`config.mk`:
```
export PLATFORM = sky130hd
export DESIGN_NAME = swm_cell
export DESIGN_NICKNAME = d
export VERILOG_FILES = /design/src/hw/rtl/swm_pkg.sv /design/src/hw/rtl/swm_cell.sv
export SDC_FILE = /design/constraint.sdc
export NUM_CORES = 1
export LEC_CHECK = 0
export BUFFER_PORTS_ARGS = -buffer_cell sky130_fd_sc_hd__buf_2
export CAP_MARGIN = 20
export CELL_PAD_IN_SITES_DETAIL_PLACEMENT = 1
export CELL_PAD_IN_SITES_GLOBAL_PLACEMENT = 1
export CORE_MARGIN = 8
export CORE_UTILIZATION = 37
export CTS_BUF_LIST = sky130_fd_sc_hd__clkbuf_2 sky130_fd_sc_hd__clkbuf_4 sky130_fd_sc_hd__clkbuf_8
export CTS_CLUSTER_DIAMETER = 120
export DETAILED_ROUTE_END_ITERATION = 8
export PLACE_DENSITY = 0.8
export SLEW_MARGIN = 20
export SYNTH_ARGS = -nofsm -noshare
export SYNTH_HDL_FRONTEND = slang
export SYNTH_SLANG_ARGS = --single-unit
```
`constraint.sdc`:
```
create_clock -name i_clk -period 3.44 [get_ports i_clk]
set_input_delay 0 -clock i_clk [delete_from_list [all_inputs] [get_ports i_clk]]
set_output_delay 0 -clock i_clk [all_outputs]
set_load 0.02 [all_outputs]
```
`src/hw/rtl/swm_pkg.sv`:
```
// Shared constants, types and helpers for the sliding window maximum unit.
package swm_pkg;

    // Sizing of the candidate chain and the sample datapath.
    localparam int WINDOW_MAX   = 64;
    localparam int SAMPLE_WIDTH = 32;
    localparam int WS_WIDTH     = 7;
    localparam int AGE_WIDTH    = $clog2(WINDOW_MAX + 1);
    // One spare cell takes the new sample when the head has aged out of a full chain,
    // before the head shift compacts the chain again.
    localparam int CHAIN_LEN    = WINDOW_MAX + 1;

    typedef logic [AGE_WIDTH-1:0]           t_age;
    typedef logic signed [SAMPLE_WIDTH-1:0] t_sample;
    typedef logic [WS_WIDTH-1:0]            t_wsize;

    // Contents of one candidate cell. The age is the age the entry will
    // have at the next sample.
    typedef struct packed {
        logic    valid;
        t_age    age;
        t_sample value;
    } t_cell;

    // Command broadcast from the controller to every cell.
    typedef struct packed {
        logic    update;
        logic    shift;
        logic    start;
        t_age    size;
        t_sample sample;
    } t_cell_cmd;

    // Status of the chain seen by the controller.
    typedef struct packed {
        logic    any_valid;
        logic    head_valid;
        t_sample head_value;
    } t_chain_status;

    // Controller states, one-hot.
    typedef enum logic [1:0] {
        ST_IDLE  = 2'b01,
        ST_ALIGN = 2'b10
    } t_state;

    // Window sizes above WINDOW_MAX are clamped to WINDOW_MAX, the full window.
    function automatic t_age clamp_size(input t_wsize ws);
        t_age res;
        if (int'(ws) > WINDOW_MAX) begin
            res = AGE_WIDTH'(WINDOW_MAX);
        end else begin
            res = AGE_WIDTH'(ws);
        end
        return res;
    endfunction

endpackage

```
`src/hw/rtl/swm_cell.sv`:
```
// One candidate cell of the monotonic deque chain.
module swm_cell
    import swm_pkg::*;
(
    input  logic      i_clk,
    input  logic      i_rst_n,
    input  t_cell_cmd i_cmd,
    input  logic      i_left_keep,
    input  t_cell     i_right_cell,
    output logic      o_keep,
    output t_cell     o_cell
);

    logic    r_valid;
    t_age    r_age;
    t_sample r_value;
    logic    n_valid;
    t_age    n_age;
    t_sample n_value;
    logic    load;

    // The entry survives if it beats the new sample, is still inside the window and no start is requested.
    assign o_keep = r_valid && !i_cmd.start
                    && ($signed(r_value) > $signed(i_cmd.sample))
                    && (r_age < i_cmd.size);

    // The first free cell after the survivors takes the new sample.
    assign load = !o_keep && i_left_keep;

    // Next contents: update on a new sample, shift toward the head while aligning.
    always_comb begin
        n_valid = r_valid;
        n_age   = r_age;
        n_value = r_value;
        if (i_cmd.update) begin
            if (o_keep) begin
                n_age = r_age + AGE_WIDTH'(1);
            end else if (load) begin
                n_valid = 1'b1;
                n_age   = AGE_WIDTH'(1);
                n_value = i_cmd.sample;
            end else begin
                n_valid = 1'b0;
            end
        end else if (i_cmd.shift) begin
            n_valid = i_right_cell.valid;
            n_age   = i_right_cell.age;
            n_value = i_right_cell.value;
        end
    end

    // Valid flag is control state and is cleared by reset.
    always_ff @(posedge i_clk) begin
        if (!i_rst_n) begin
            r_valid <= 1'b0;
        end else begin
            r_valid <= n_valid;
        end
    end

    // Payload registers.
    always_ff @(posedge i_clk) begin
        r_age   <= n_age;
        r_value <= n_value;
    end

    assign o_cell = '{valid: r_valid, age: r_age, value: r_value};

endmodule

```
* After elaboration in Yosys (flattened, before gate mapping)
Index checks and enable logic that the tools add are counted.
** Storage, ports and cells
- Register bits after elaboration :: 40
- Bits in latches :: 0
- RAM bits :: 0
- ROM bits :: 0
- Input port bits :: 85
- Output and inout port bits :: 41
- Logic and storage cells :: 31
- Memories :: 0
** Cells by class
- Add/sub/neg operators :: 1
- Multiply operators :: 0
- Divide/modulo/power cells :: 0
- Magnitude comparators :: 2
- Eq/ne operators :: 3
- Shift operators :: 0
- Mux-type cells :: 12
- Bitwise gates (word level) :: 0
- Reductions and logical operators :: 10
** Operators with widths (number)
- $mux 32 :: 4
- $gt 32x32->1 :: 1
- $mux 7 :: 4
- $add 7x1->7 const B :: 1
- $lt 7x7->1 :: 1
- $logic_and 1x1->1 :: 4
- $mux 1 :: 4
- $reduce_and 2->1 :: 2
- $ne 3x1->1 const B :: 1
- $reduce_and 3->1 :: 1
- $logic_not 1->1 :: 2
- $ne 2x1->1 const B :: 1
- $ne 2x2->1 const B :: 1
- $reduce_bool 2->1 :: 1

* Longest topological paths before layout
- Depth in word-level cells :: 9
- Mapped depth :: 10
- Gate-level depth less buffers :: 8

* Least setup slack after synthesis
OpenSTA, ideal clock, no wires.
- Kind :: reg-to-reg
- Start :: register r_value[14]
- End :: register r_value[0] (enable)
- Setup time :: 0.387 ns
- Arrival time :: 2.714 ns
- Required time :: 3.053 ns
- Setup slack :: 0.339 ns
- Cell stages (with the launch flop) :: 9
- Path buffers :: 1
- Clock period less this slack :: 3.101 ns
- Cell sequence :: edfxtp_1 ha_1 a21oi_1 nand2_1 a221o_1 o31a_1 buf_2 o211ai_1 o211a_1
** On the way
- Longest elaborated chain between the ends :: 7
- Elaborated cells between the ends (all ways) :: 8
- Classes of those cells :: order compare: 1; eq/ne: 2; reduce/logical: 5
** RTL lines
- start: declaration :: RTL line swm_cell.sv:16 : t_sample r_value;
- start signal: assignment :: RTL line swm_cell.sv:64 : r_value <= n_value;
- $gt 32x32->1 (*) :: RTL line swm_cell.sv:24 : && ($signed(r_value) > $signed(i_cmd.sample))
- $logic_and 1x1->1 (*) :: RTL line swm_cell.sv:24
- $logic_and 1x1->1 (*) :: RTL line swm_cell.sv:25 : && (r_age < i_cmd.size);
- $logic_not 1->1 :: RTL line swm_cell.sv:28 : assign load = !o_keep && i_left_keep;
- $logic_and 1x1->1 :: RTL line swm_cell.sv:28
- $ne 2x1->1 (no source line)
- $reduce_and 3->1 (no source line) (*)
Mark *: on every way between the ends. The rest lies on a longest branch, timed or not.
A chain may end at the register's enable or synchronous reset.

* Worst setup path in the final report
- Start :: register r_value[31]
- End :: register r_value[24] (enable)
Same word-level chain as after synthesis.

==> results.md <==
- First-pass GRT wire length: 14990 um
- Max Cap Viol: 0
- Full die area: 11190 sq um
- Switch share: 32.91%
- Vias: 2649
- Clock buffer depth: 2
- Sw power: 0.0004523 W
- Worst vdd ir: 170.0 uV
- Flops & latches, synth: 40
- Final WS setup: 0.5343 ns
- All-Layer GR Usage: 16.36%
- Peak fanout along the critical path: 16
- Syn_nets: 403
- Period minus WS final: 2.906 ns
- DR vias/cell: 5.134
- Clk_skew: 0.004122 ns
- Latest clock arrival within the worst-skew pair: 0.29 ns
- Post-Layout Inst Area: 3887 sq um
- Worst setup path class: reg -> reg
- Chip width: 105.8 um
- Leading cell type in the layout, fill and taps excluded: buf_2
- RSZ-0062 raised after global routing: false
- Crit path required time: 3.42 ns
- Port bufs: 125
- Pint: 0.0009221 W
- Post-synthesis area per instance: 10.70 sq um
- PwrDens: 353.5 nW/um^2
- Number of antenna violations at the first check in global routing: 1
- Post-CTS setup buffers: 0
- Antenna cells: 0
- Worst Tran Pin Value: 0.4761 ns
- Post-CTS resize count: 0
- CTS Buf Count: 5
- Seq/Total Area, Yosys: 39.92%
- Die Ht: 105.8 um
- Most frequent cells in the layout: buf_2 (125), ha_1 (39), edfxtp_1 (39)
- Reg clk slew, reported paths: 0.08 ns
- Syn. warnings: 0
- Post-route clock period utilization: 84.47%
- Cell Area, Synth: 2984 sq um
- Synth async-reset ratio: 0%
- CP Launch Type: flip-flop
- Initial Util: 38.42%
- Storage cell area: 1191 sq um
- Fin nets: 537
- EDFF count, synth: 39
- Endpoints failing setup: 0
- Number of hold buffers added after cts: 5
- Rows: 32
- Final wirelength: 9071 um
- Max transition margin: 68.20%
- Reg power frac: 45.8%
- Area growth, synth to finish: 30.27%
- Largest net degree at the start of global routing: 29
- Fin. Hold Viols: 0
- Primary FF master, synth: edfxtp_1
- Syn Inst Count: 279
- Gate power share: 31.8%
- DPL Wire Length: 7577 um
- Placed Area: 3745 sq um
- Fin Setup TNS: 0 ns
- Routed Antenna Nets: 0
- Final GP Congestion: 0.7609
- Share of cells above drive strength 1: 42.51%
- Status: completed
- CP endpoint kind: flip-flop
- Area of the multi-input gates: 1598 sq um
- Setup WS pre-CTS: 0.4824 ns
- CTS tree: built
- IO Count: 126
- Total grt overflow: 0
- Synth unique cells: 41
- # fillers: 928
- # H-tree levels: 2
- Final total power: 0.001374 W
- Hold Crit Class: in -> reg
- Routed len/inst: 17.58 um
- Hold slack: 0.009460 ns
- Root Driver: clkbuf_8
- Clk sink count: 40
- Clock power share: 22.5%
- Pleak: 1.844 nW
- Arrival time worst endpoint: 2.89 ns
- Slew Viols, Final: 0
- Pre-Repair DR Iteration Count: 4
- DR DRC count: 0
- Max Freq: 344.1 MHz
- Vias in the first global route: 3054
- Drt first-iter violations: 53
- Core area: 7767 sq um
==> synthesized netlist by cell type (2+ instances only) <==
library cell,number,area share (%)
a21o_1,3,0.75
a21oi_1,15,2.5
nand2_1,8,1.0
nand2b_1,8,1.7
and3_1,3,0.63
nor2_1,5,0.63
ha_1,39,16
nor2b_1,3,0.63
o21ai_0,6,1.0
nor4_1,2,0.42
mux2_2,33,12
o2111ai_1,5,1.5
xnor2_1,4,1.2
o211a_1,2,0.67
nor3_1,3,0.50
buf_2,3,0.50
nand3_1,13,2.2
o211ai_1,11,2.8
edfxtp_1,39,39
nand4b_1,2,0.59
nand4_1,8,1.7
clkbuf_1,8,1.0
inv_1,38,4.8
==> layout make-up <==
type                       count  area share (%)
multi-input combinational    189           41.10
clock inverter                 3          0.3540
timing repair buffer         139           19.18
inverter                      38           3.669
sequential                    40           30.64
tap                          102           3.283
clock buffer                   5           1.770
==> sequential cells by signal, summed over array words and instances (netlist names) <==
register  count
r_value      32
r_age         7
r_valid       1
==> per-layer routing <==
layer / up-vias / GRT usage (%) / wire (um)
li1: 1302 / - / -
met3: 10 / 4.994 / 567
met2: 79 / 30.25 / 4830
met1: 1256 / 17.44 / 3541
met5: - / 0 / 8
met4: 2 / 4.623 / 123
==> path summary, 6_finish.rpt <==
path | slack, ns | depth (start not counted) | startpoint | to
max | 0.53 | 9 | r_value[31] | r_value[24]
min | 0.009 | 2 | i_right_cell[20] | r_value[20]
min reg2reg | 0.76 | 3 | r_valid | r_valid
max reg2reg | 0.53 | 9 | r_value[31] | r_value[24]
==> power groups by stage <==
stage,registers (W),logic [W],clock network [W]
2_1_floorplan,0.000690,0.000210,0
3_3_place_gp,0.000635,0.000419,0
3_5_place_dp,0.000641,0.000435,0
4_1_cts,0.000630,0.000444,0.000324
5_1_grt,0.000636,0.000487,0.000342
6_report,0.000629,0.000437,0.000309
==> worst max-delay path, cell delays in order, from the launching register on <==
cell and delay, ns:
edfxtp_1 0.39, ha_1 0.43, nand4_1 0.23, nor4_1 0.39, o31a_1 0.22, buf_4 0.19
or2_0 0.13, buf_4 0.15, o211a_1 0.18, buf_4 0.26
==> per-stage QoR <==
stage	cells	utilization [%]
final	516	50.05
after detailed placement	502	48.21
after global routing	516	50.05
after floorplan	279	-
after global placement	502	48.21
after CTS	515	49.92
==> logic make-up (layout without fill, tap and decap cells) <==
| logic type | Yosys count | in the layout | synth area share [%] |
|---|---|---|---|
| simple gates | 60 | 60 | 11.28 |
| compound gates | 52 | 52 | 11.99 |
| buf+inv | 50 | 185 | 6.541 |
| flops | 40 | 40 | 39.92 |
| fa+ha+maj | 39 | 39 | 16.35 |
| mux | 33 | 33 | 12.45 |
| xor+xnor | 5 | 5 | 1.467 |
No activity file was read; power rests on OpenSTA's default activity.
