===== config.mk =====
export PLATFORM = sky130hd
export DESIGN_NAME = swm_ctrl
export DESIGN_NICKNAME = d
export VERILOG_FILES = /design/src/hw/rtl/swm_pkg.sv /design/src/hw/rtl/swm_ctrl.sv
export SDC_FILE = /design/constraint.sdc
export NUM_CORES = 1
export LEC_CHECK = 0
export ABC_AREA = 1
export CAP_MARGIN = 0
export CORE_UTILIZATION = 55
export DETAILED_ROUTE_END_ITERATION = 12
export DONT_BUFFER_PORTS = 1
export PLACE_DENSITY = 0.74
export RECOVER_POWER = 50
export SETUP_SLACK_MARGIN = 0.05
export SLEW_MARGIN = 10
export SYNTH_ARGS = -nofsm -noshare
export SYNTH_HDL_FRONTEND = slang
export SYNTH_SLANG_ARGS = --single-unit

===== constraint.sdc =====
create_clock -name i_clk -period 11.15 [get_ports i_clk]
set_input_delay 3.345 -clock i_clk [delete_from_list [all_inputs] [get_ports i_clk]]
set_output_delay 3.345 -clock i_clk [all_outputs]
set_load 0.02 [all_outputs]

===== src/hw/rtl/swm_pkg.sv =====
// Shared constants, types and helpers for the sliding window maximum unit.
package swm_pkg;

    // Sizing of the candidate chain and the sample datapath.
    localparam int WINDOW_MAX   = 64;
    localparam int SAMPLE_WIDTH = 32;
    localparam int WS_WIDTH     = 7;
    localparam int AGE_WIDTH    = $clog2(WINDOW_MAX + 1);
    // One spare cell takes the new sample when the head has aged out of a full chain,
    // before the head shift compacts the chain again.
    localparam int CHAIN_LEN    = WINDOW_MAX + 1;

    typedef logic [AGE_WIDTH-1:0]           t_age;
    typedef logic signed [SAMPLE_WIDTH-1:0] t_sample;
    typedef logic [WS_WIDTH-1:0]            t_wsize;

    // Contents of one candidate cell. The age is the age the entry will
    // have at the next sample.
    typedef struct packed {
        logic    valid;
        t_age    age;
        t_sample value;
    } t_cell;

    // Command broadcast from the controller to every cell.
    typedef struct packed {
        logic    update;
        logic    shift;
        logic    start;
        t_age    size;
        t_sample sample;
    } t_cell_cmd;

    // Status of the chain seen by the controller.
    typedef struct packed {
        logic    any_valid;
        logic    head_valid;
        t_sample head_value;
    } t_chain_status;

    // Controller states, one-hot.
    typedef enum logic [1:0] {
        ST_IDLE  = 2'b01,
        ST_ALIGN = 2'b10
    } t_state;

    // Window sizes above WINDOW_MAX are clamped to WINDOW_MAX, the full window.
    function automatic t_age clamp_size(input t_wsize ws);
        t_age res;
        if (int'(ws) > WINDOW_MAX) begin
            res = AGE_WIDTH'(WINDOW_MAX);
        end else begin
            res = AGE_WIDTH'(ws);
        end
        return res;
    endfunction

endpackage


===== src/hw/rtl/swm_ctrl.sv =====
// Sequencer, window register, sample counter and result register.
module swm_ctrl
    import swm_pkg::*;
(
    input  logic          i_clk,
    input  logic          i_rst_n,
    input  logic          i_in_valid,
    output logic          o_in_ready,
    input  t_sample       i_sample,
    input  logic          i_start_req,
    input  logic          i_cfg_we,
    input  t_wsize        i_cfg_wdata,
    input  t_chain_status i_status,
    output t_cell_cmd     o_cmd,
    output logic          o_out_valid,
    input  logic          i_out_ready,
    output t_sample       o_window_max
);

    t_state  r_state;
    t_state  n_state;
    t_wsize  r_window_size;
    t_age    r_seen;
    t_age    n_seen;
    logic    r_due;
    logic    r_out_valid;
    t_sample r_out_value;
    t_age    size;
    logic    accept;
    logic    aligned;
    logic    finish;

    assign size       = clamp_size(r_window_size);
    assign o_in_ready = (r_state == ST_IDLE);
    assign accept     = i_in_valid && o_in_ready;

    // The head is in cell 0 once the chain is compacted or empty.
    assign aligned = i_status.head_valid || !i_status.any_valid;
    assign finish  = (r_state == ST_ALIGN) && aligned
                     && (!r_due || !r_out_valid || i_out_ready);

    // Samples seen in the current stream, restarted by a start request.
    always_comb begin
        if (i_start_req) begin
            n_seen = AGE_WIDTH'(1);
        end else if (r_seen == AGE_WIDTH'(WINDOW_MAX)) begin
            n_seen = r_seen;
        end else begin
            n_seen = r_seen + AGE_WIDTH'(1);
        end
    end

    // Commands to the cell chain.
    always_comb begin
        o_cmd.update = accept;
        o_cmd.shift  = (r_state == ST_ALIGN) && !aligned;
        o_cmd.start  = i_start_req;
        o_cmd.size   = size;
        o_cmd.sample = i_sample;
    end

    // State sequencing.
    always_comb begin
        n_state = r_state;
        unique case (r_state)
            ST_IDLE: begin
                if (accept) begin
                    n_state = ST_ALIGN;
                end
            end
            ST_ALIGN: begin
                if (finish) begin
                    n_state = ST_IDLE;
                end
            end
            default: n_state = ST_IDLE;
        endcase
    end

    // Control registers.
    always_ff @(posedge i_clk) begin
        if (!i_rst_n) begin
            r_state       <= ST_IDLE;
            r_window_size <= WS_WIDTH'(1);
            r_seen        <= '0;
            r_due         <= 1'b0;
            r_out_valid   <= 1'b0;
        end else begin
            r_state <= n_state;
            if (i_cfg_we) begin
                r_window_size <= i_cfg_wdata;
            end
            if (accept) begin
                r_seen <= n_seen;
                r_due  <= (size != '0) && (n_seen >= size);
            end
            if (finish && r_due) begin
                r_out_valid <= 1'b1;
            end else if (i_out_ready) begin
                r_out_valid <= 1'b0;
            end
        end
    end

    // Result payload.
    always_ff @(posedge i_clk) begin
        if (finish && r_due) begin
            r_out_value <= i_status.head_value;
        end
    end

    assign o_out_valid  = r_out_valid;
    assign o_window_max = r_out_value;

endmodule


Word-level counts from Yosys, hierarchy flattened --
Cells that the tools add are included.
Cells by class: add/sub/neg operators 1, order comparisons 2, eq/ne operators 5, multiplexer cells 8, reductions and logical operators 16
Operators with widths (count):
- $mux 7 | 3
- $add 7x1->7 const B | 1
- $eq 7x7->1 const B | 1
- $ge 7x7->1 | 1
- $gt 7x7->1 const B | 1
- $reduce_bool 7->1 | 1
- $logic_and 1x1->1 | 6
- $logic_not 1->1 | 4
- $mux 2 | 2
- $pmux 2 s2 | 1
- $logic_or 1x1->1 | 3
- $eq 2x1->1 const B | 1
- $eq 2x2->1 const B | 1
- $mux 1 | 2
- $ne 2x1->1 const B | 1
- $ne 2x2->1 const B | 1
- $reduce_and 2->1 | 1
- $reduce_bool 2->1 | 1
Word-level totals: bits in registers 50, bits of input ports 79, output and inout port bits 76, word-level logic and storage cells 38

Depth between registers and ports, before layout --
Gate-level depths: netlist (run 1).
depth in word-level cells 6, gate-level depth with buffers 16, mapped depth without buffers 16

Worst setup path before layout (run 1) --
OpenSTA, ideal clock, no wires.
path kind input-to-output, start point input i_in_valid, end point output o_cmd[41] (netlist name), data arrival time 3.832 ns, data required time 7.805 ns, setup slack 3.973 ns, stages 4, buffers on the path 2, cell sequence inv_2 nor2_4 buf_4 buf_4
On the way: word-level cells in the longest chain between the ends 1
Ends and longest elaborated chain:
- start: declaration | RTL line swm_ctrl.sv:7 | input logic i_in_valid,
- $logic_and 1x1->1 | RTL line swm_ctrl.sv:35 | assign accept = i_in_valid && o_in_ready;
- end: declaration | RTL line swm_ctrl.sv:14 | output t_cell_cmd o_cmd,
Every way passes these cells.

==> flow_summary.yaml, run 1 <==
power:
  p_total_uw: 362
  p_switching_uw: 81.5
  intPower_uw: 281
  p_clk_frac: 0.332
  p_comb_frac: 0.095
  power_density_nw_per_um2: 161
  power.leakage_uw: 0.000968
  power.share.sequential: 0.573
  p_sw_frac: 0.225
  vdd_drop_max_uv: 65.2
finish:
  post-route-util: 0.556
  fill_cells: 345
  stdcell_area_um2: 2260
  drive_gt1_frac: 0.0813
  final-seq-area_um2: 1320
  area_growth_pct: -3.94
  multi_input_area_um2: 624
  fin_nets: 296
  antenna_cells: 0
global_routing:
  grt_pass1_vias: 1158
  grt-ovfl-total: 0
  antenna_found_initial: 0
  track_usage: 0.159
  grt_start_max_net_pins: 24
  grt_pass1_wl_um: 5170
sta:
  fin_skew_ns: 0.00442
  period_needed_ns: 7.68
  rsz0062_at_grt: "no"
  finalHoldViolCount: 0
  setup_viol: 0
  relSlewSlack: 0.133
  fmax_mhz: 130
  fin_setup_tns_ns: 0
  drv_slew: 0
  worst_pin_slew_ns: 1.30
  worst_slack_ns: 3.47
  layout_worst_path_cycle_share: 0.689
floorplanning:
  num_io_pins: 155
  die-height_um: 67.4
  start_util: 0.579
  rows: 23
  die_area_um2: 4540
  die_w_um: 67.4
  core-area_um2: 4060
critical_path:
  worstSetupStartpointType: "input port"
  max_stage_delay_ns: 0.97
  crit_start: "i_in_valid"
  worst_path_max_delay_cell: "nor2_1"
  crit_cells: 2
  setup.worst_path.end_class: "output port"
  r2r_start: "r_seen[1]"
  cp_max_fo: 18
  path_cells: "inv_1, nor2_1"
  worst_r2r_path_depth: 13
  critical-path-top-delay-family: "simple AND/OR/NAND/NOR gates"
  cp.arrival_ns: 4.33
  crit_buf_inv: 1
  critPathKind: "in2out"
  required_ns: 7.81
logic_synthesis:
  synth_seq_cells: 50
  synth_top_cell_by_area: "edfxtp_1"
  synthTopCellsByArea: "edfxtp_1 (41%), dfxtp_1 (15%), buf_4 (11%)"
  avgSynthCellArea_um2: 9.91
  seq_area_frac_synth: 0.562
  syn_nets: 325
  syn_area_um2: 2350
  synth_cells: 237
  yosys.area.top_type_share: 0.409
  yosysWarnings: 0
  synth_cell_type_count: 22
min_path:
  whs_path_depth: 2
  min-delay-start: "r_window_size[0]"
  min_path_type: "reg2reg"
placed_design:
  preCtsSetupSlack_ns: 4.02
  place_area_um2: 2150
  io_buffers: 0
  gp_congestion: 0.828
  dp_hpwl_um: 2960
cts:
  hold_buffers: 0
  post_cts_resized: 0
  max-clock-path-buffers: 2
  cts_tree: "yes"
  clk_latency_ns: 0.29
  cts_made_buffers: 5
  postCtsSetupBuffers: 0
  clk_pin_slew_ns: 0.08
  cts-root-buf: "clkbuf_8"
  cts.sinks: 50
  htreeDepth: 2
route:
  finalWirelength_um: 3720
  drt-wirelength-per-cell_um: 14.4
  dr.pass1.iters: 4
  vias: 1372
  route.detailed.drc: 0
  drtAntennaViolNets: 0
  drt_iter0_drc: 57
  via_per_inst: 5.30
run:
  drv_cap: 0
run_status:
  status: "finished clean"
[layout make-up]
| cell class | count | area share |
|---|---|---|
| Timing Repair Buffer | 1 | 0.00333 |
| Tap cell | 50 | 0.0277 |
| Inverter | 35 | 0.0582 |
| Clock inverter | 2 | 0.0166 |
| Multi-Input combinational cell | 115 | 0.277 |
| Clock buffer | 6 | 0.0322 |
| Sequential cell | 50 | 0.585 |
[flip-flops by register name, summed over array words and instances (netlist names)]
| signal | cells |
|---|---|
| r_seen | 7 |
| o_window_max | 32 |
| r_due | 1 |
| o_out_valid | 1 |
| r_window_size | 7 |
| r_state | 2 |
[synthesized netlist by cell type]
cell      instances
nor2_4            1
xnor2_1           2
clkbuf_1          2
nand4_1           2
nor2_1           26
buf_4            35
nor3_1            1
inv_1            31
ha_1              9
edfxtp_1         32
or2_1             1
xor2_1            2
nand2_1          31
a21oi_2           2
inv_2             4
dfxtp_1          18
a21oi_1          10
nand3_1           7
o21ai_1           1
o21ai_0          15
nand3_2           4
o211ai_1          1
[worst paths after layout]
path / slack [ns] / end
worst max register to register: 9.04 / r_due
worst min register to register: 0.51 / r_window_size[0]
worst min-delay path: 0.51 / r_window_size[0]
worst max-delay path: 3.47 / o_cmd[41]
[layer usage]
layer / GRT usage / vias up / wire [µm]
li1: - / 676 / -
met1: 0.162 / 608 / 1460
met2: 0.280 / 82 / 1800
met3: 0.0608 / 6 / 424
met4: 0.0851 / 0 / 32
met5: 0 / - / 0
[metrics by stage]
| step | hold slack (ns) | cells |
|---|---|---|
| floorplan | 0.471 | 237 |
| global placement | 0.487 | 251 |
| detailed placement | 0.509 | 251 |
| CTS | 0.510 | 259 |
| global route | 0.554 | 259 |
| finish | 0.507 | 259 |
[layout by cell type (no fill, tap or decap), types with 5 or more instances in the layout]
master     n
nand3_1    7
ha_1       9
dfxtp_1   18
edfxtp_1  32
nand2_1   31
clkbuf_8   5
nor2_1    27
o21ai_0   16
a21oi_1   10
inv_1     33
[power by group through the flow]
stage               clock network [µW]  logic, µW  registers, µW
detailed placement                   0       35.3            212
floorplan                            0       48.7            210
finish                             120       34.4            208
global route                       131       39.8            208
CTS                                123       35.4            208
global placement                     0       34.4            212
[worst min-delay path, delay by kind of cell, from the launching register on]
kind                   cells  cell delay, ns
flip-flops                 1            0.32
AO/OA/AOI/OAI              1            0.08
buffers and inverters      1            0.06
[logic make-up (layout without fill, tap and decap cells)]
group,Yosys count,count (layout),share of synthesized area
adder cells (fa/ha/maj),9,9,0.0479
XOR/XNOR,4,4,0.0149
AND/OR/NAND/NOR,73,73,0.138
buffers and inverters,72,44,0.171
AO/OA/AOI/OAI,29,29,0.0660
flip-flops,50,50,0.562
No activity file was read; power rests on OpenSTA's default activity.
==> run 2, diff against run 1 <==
==> constraint.sdc (replaced) <==
create_clock -name i_clk -period 7.9 [get_ports i_clk]
set_input_delay 2.37 -clock i_clk [delete_from_list [all_inputs] [get_ports i_clk]]
set_output_delay 2.37 -clock i_clk [all_outputs]
set_load 0.02 [all_outputs]
==> run 2 against run 1 <==
Against the previous run: first-iteration DRC count fell by 19%; critical path depth did not move; total power rose by 42%; sequential cell count did not move; clock skew rose by 0.00082 ns; sequential share of layout area did not move; final area did not move; wire length rose by 4.9%; largest power group unchanged.
==> flow_summary.yaml, run 2 (synthesis gave the netlist of run 1 again) <==
run_status:
  status: "finished clean"
critical_path:
  max_stage_delay_ns: 0.95
  cp.arrival_ns: 3.34
  required_ns: 5.53
  worst_path_max_delay_cell: "nor2_1"
  cp_max_fo: 18
  crit_cells: 2
  critPathKind: "in2out"
  crit_start: "i_in_valid"
  path_cells: "inv_1, nor2_1"
  worstSetupStartpointType: "input port"
  critical-path-top-delay-family: "simple AND/OR/NAND/NOR gates"
  setup.worst_path.end_class: "output port"
  timing.rr.end: "r_due"
  crit_end: "o_cmd[41]"
  ff2ff_setup_slack_ns: 5.76
  crit_buf_inv: 1
  worst_r2r_path_depth: 13
  r2r_start: "r_seen[0]"
finish:
  most-common-layout-cells: "inv_1 (33), edfxtp_1 (32), nand2_1 (31), nor2_1 (27), dfxtp_1 (18)"
  antenna_cells: 0
  largest_reg_flops: 32
  drive_gt1_frac: 0.0813
  stdcell_count: 259
  area_growth_pct: -3.94
  fin_nets: 296
  layout_commonest_cell: "inv_1"
  post-route-util: 0.556
power:
  intPower_uw: 397
  power.share.sequential: 0.568
  power.leakage_uw: 0.000968
  p_comb_frac: 0.096
  vdd_drop_max_uv: 94.9
  p_total_uw: 516
  p_switching_uw: 119
  p_clk_frac: 0.336
  p_sw_frac: 0.231
  power_density_nw_per_um2: 229
cts:
  hold_buffers: 0
  max-clock-path-buffers: 2
  htreeDepth: 2
  clk_latency_ns: 0.30
  cts_tree: "yes"
  postCtsSetupBuffers: 0
  cts_made_buffers: 5
  clk_pin_slew_ns: 0.08
  cts.sinks: 50
  cts-root-buf: "clkbuf_8"
  post_cts_resized: 0
sta:
  fin_skew_ns: 0.00525
  relSlewSlack: 0.150
  finalHoldViolCount: 0
  period_needed_ns: 5.71
  layout_worst_path_cycle_share: 0.723
  drv_slew: 0
  worst_pin_slew_ns: 1.27
  fmax_mhz: 175
  rsz0062_at_grt: "no"
  setup_viol: 0
  timing.hold.ws_ns: 0.520
  fin_setup_tns_ns: 0
floorplanning:
  start_util: 0.579
  core-area_um2: 4060
  num_io_pins: 155
  die_w_um: 67.4
  die_area_um2: 4540
  die-height_um: 67.4
  rows: 23
global_routing:
  met2_usage: 0.296
  grt_start_max_net_pins: 24
  grt_use_met3: 0.0574
  antenna_found_initial: 0
  track_usage: 0.166
  grt-ovfl-total: 0
  busiest_layer: "met2"
  grt_pass1_vias: 1134
  grt_use_met1: 0.171
  grt_pass1_wl_um: 5370
placed_design:
  dp_hpwl_um: 3000
  gp_congestion: 0.828
  io_buffers: 0
  dp.cells: 251
route:
  drt-wirelength-per-cell_um: 15.1
  via_per_inst: 5.42
  finalWirelength_um: 3900
  vias: 1404
  dr.pass1.iters: 4
  route.detailed.drc: 0
  drt_iter0_drc: 46
  drtAntennaViolNets: 0
min_path:
  min_path_type: "reg2reg"
  whs_path_depth: 2
run:
  drv_cap: 0
[run 2: cell counts in the layout (fill, tap and decap cells not counted)]
No cell type changed its count.
[run 2: final cells by class]
cell class / count / area [µm²]
Clock buffer: 6 / 72.6
Clock inverter: 2 / 37.5
Fill cell: 343 / 1800
Inverter: 35 / 131
Multi-Input combinational cell: 115 / 624
Sequential cell: 50 / 1320
Tap cell: 50 / 62.6
Timing Repair Buffer: 1 / 7.51
[run 2: worst min path at each step]
stage                           startpoint               end  slack [ns]
after floorplan           r_window_size[0]  r_window_size[0]        0.47
after global placement    r_window_size[0]  r_window_size[0]        0.49
after detailed placement  r_window_size[0]  r_window_size[0]        0.51
after CTS                 r_window_size[0]  r_window_size[0]        0.53
after global routing      r_window_size[4]  r_window_size[4]        0.55
final                     r_window_size[0]  r_window_size[0]        0.52
[run 2: worst register-to-register path, delay by kind of cell (launching register included)]
kind                       cells  cell delay, ns
and+or+nand+nor                6            0.57
adders and majority gates      2            0.52
xor gates and xnor gates       1            0.15
DFF                            1            0.43
buffers and inverters          2            0.14
AOI/OAI and AO/OA              2            0.19
[run 2: power by group through the flow]
stage	clock, µW	sequential, µW	combinational (µW)
final	173	293	49.5
after global routing	187	294	57.2
after CTS	176	293	51.1
after detailed placement	0	299	50.6
after global placement	0	299	48.6
after floorplan	0	297	68.7
[run 2: metrics by stage]
step / cell area, µm² / setup slack, ns
after global placement: 2150 / 2.74
after floorplan: 2350 / 2.67
after CTS: 2260 / 2.72
after detailed placement: 2150 / 2.72
after global routing: 2260 / 2.03
final: 2260 / 2.19
[run 2: layer usage]
| layer | routed length [µm] | up-vias |
|---|---|---|
| li1 | - | 672 |
| met1 | 1520 | 643 |
| met2 | 1920 | 78 |
| met3 | 407 | 11 |
| met4 | 58 | 0 |
| met5 | 0 | - |
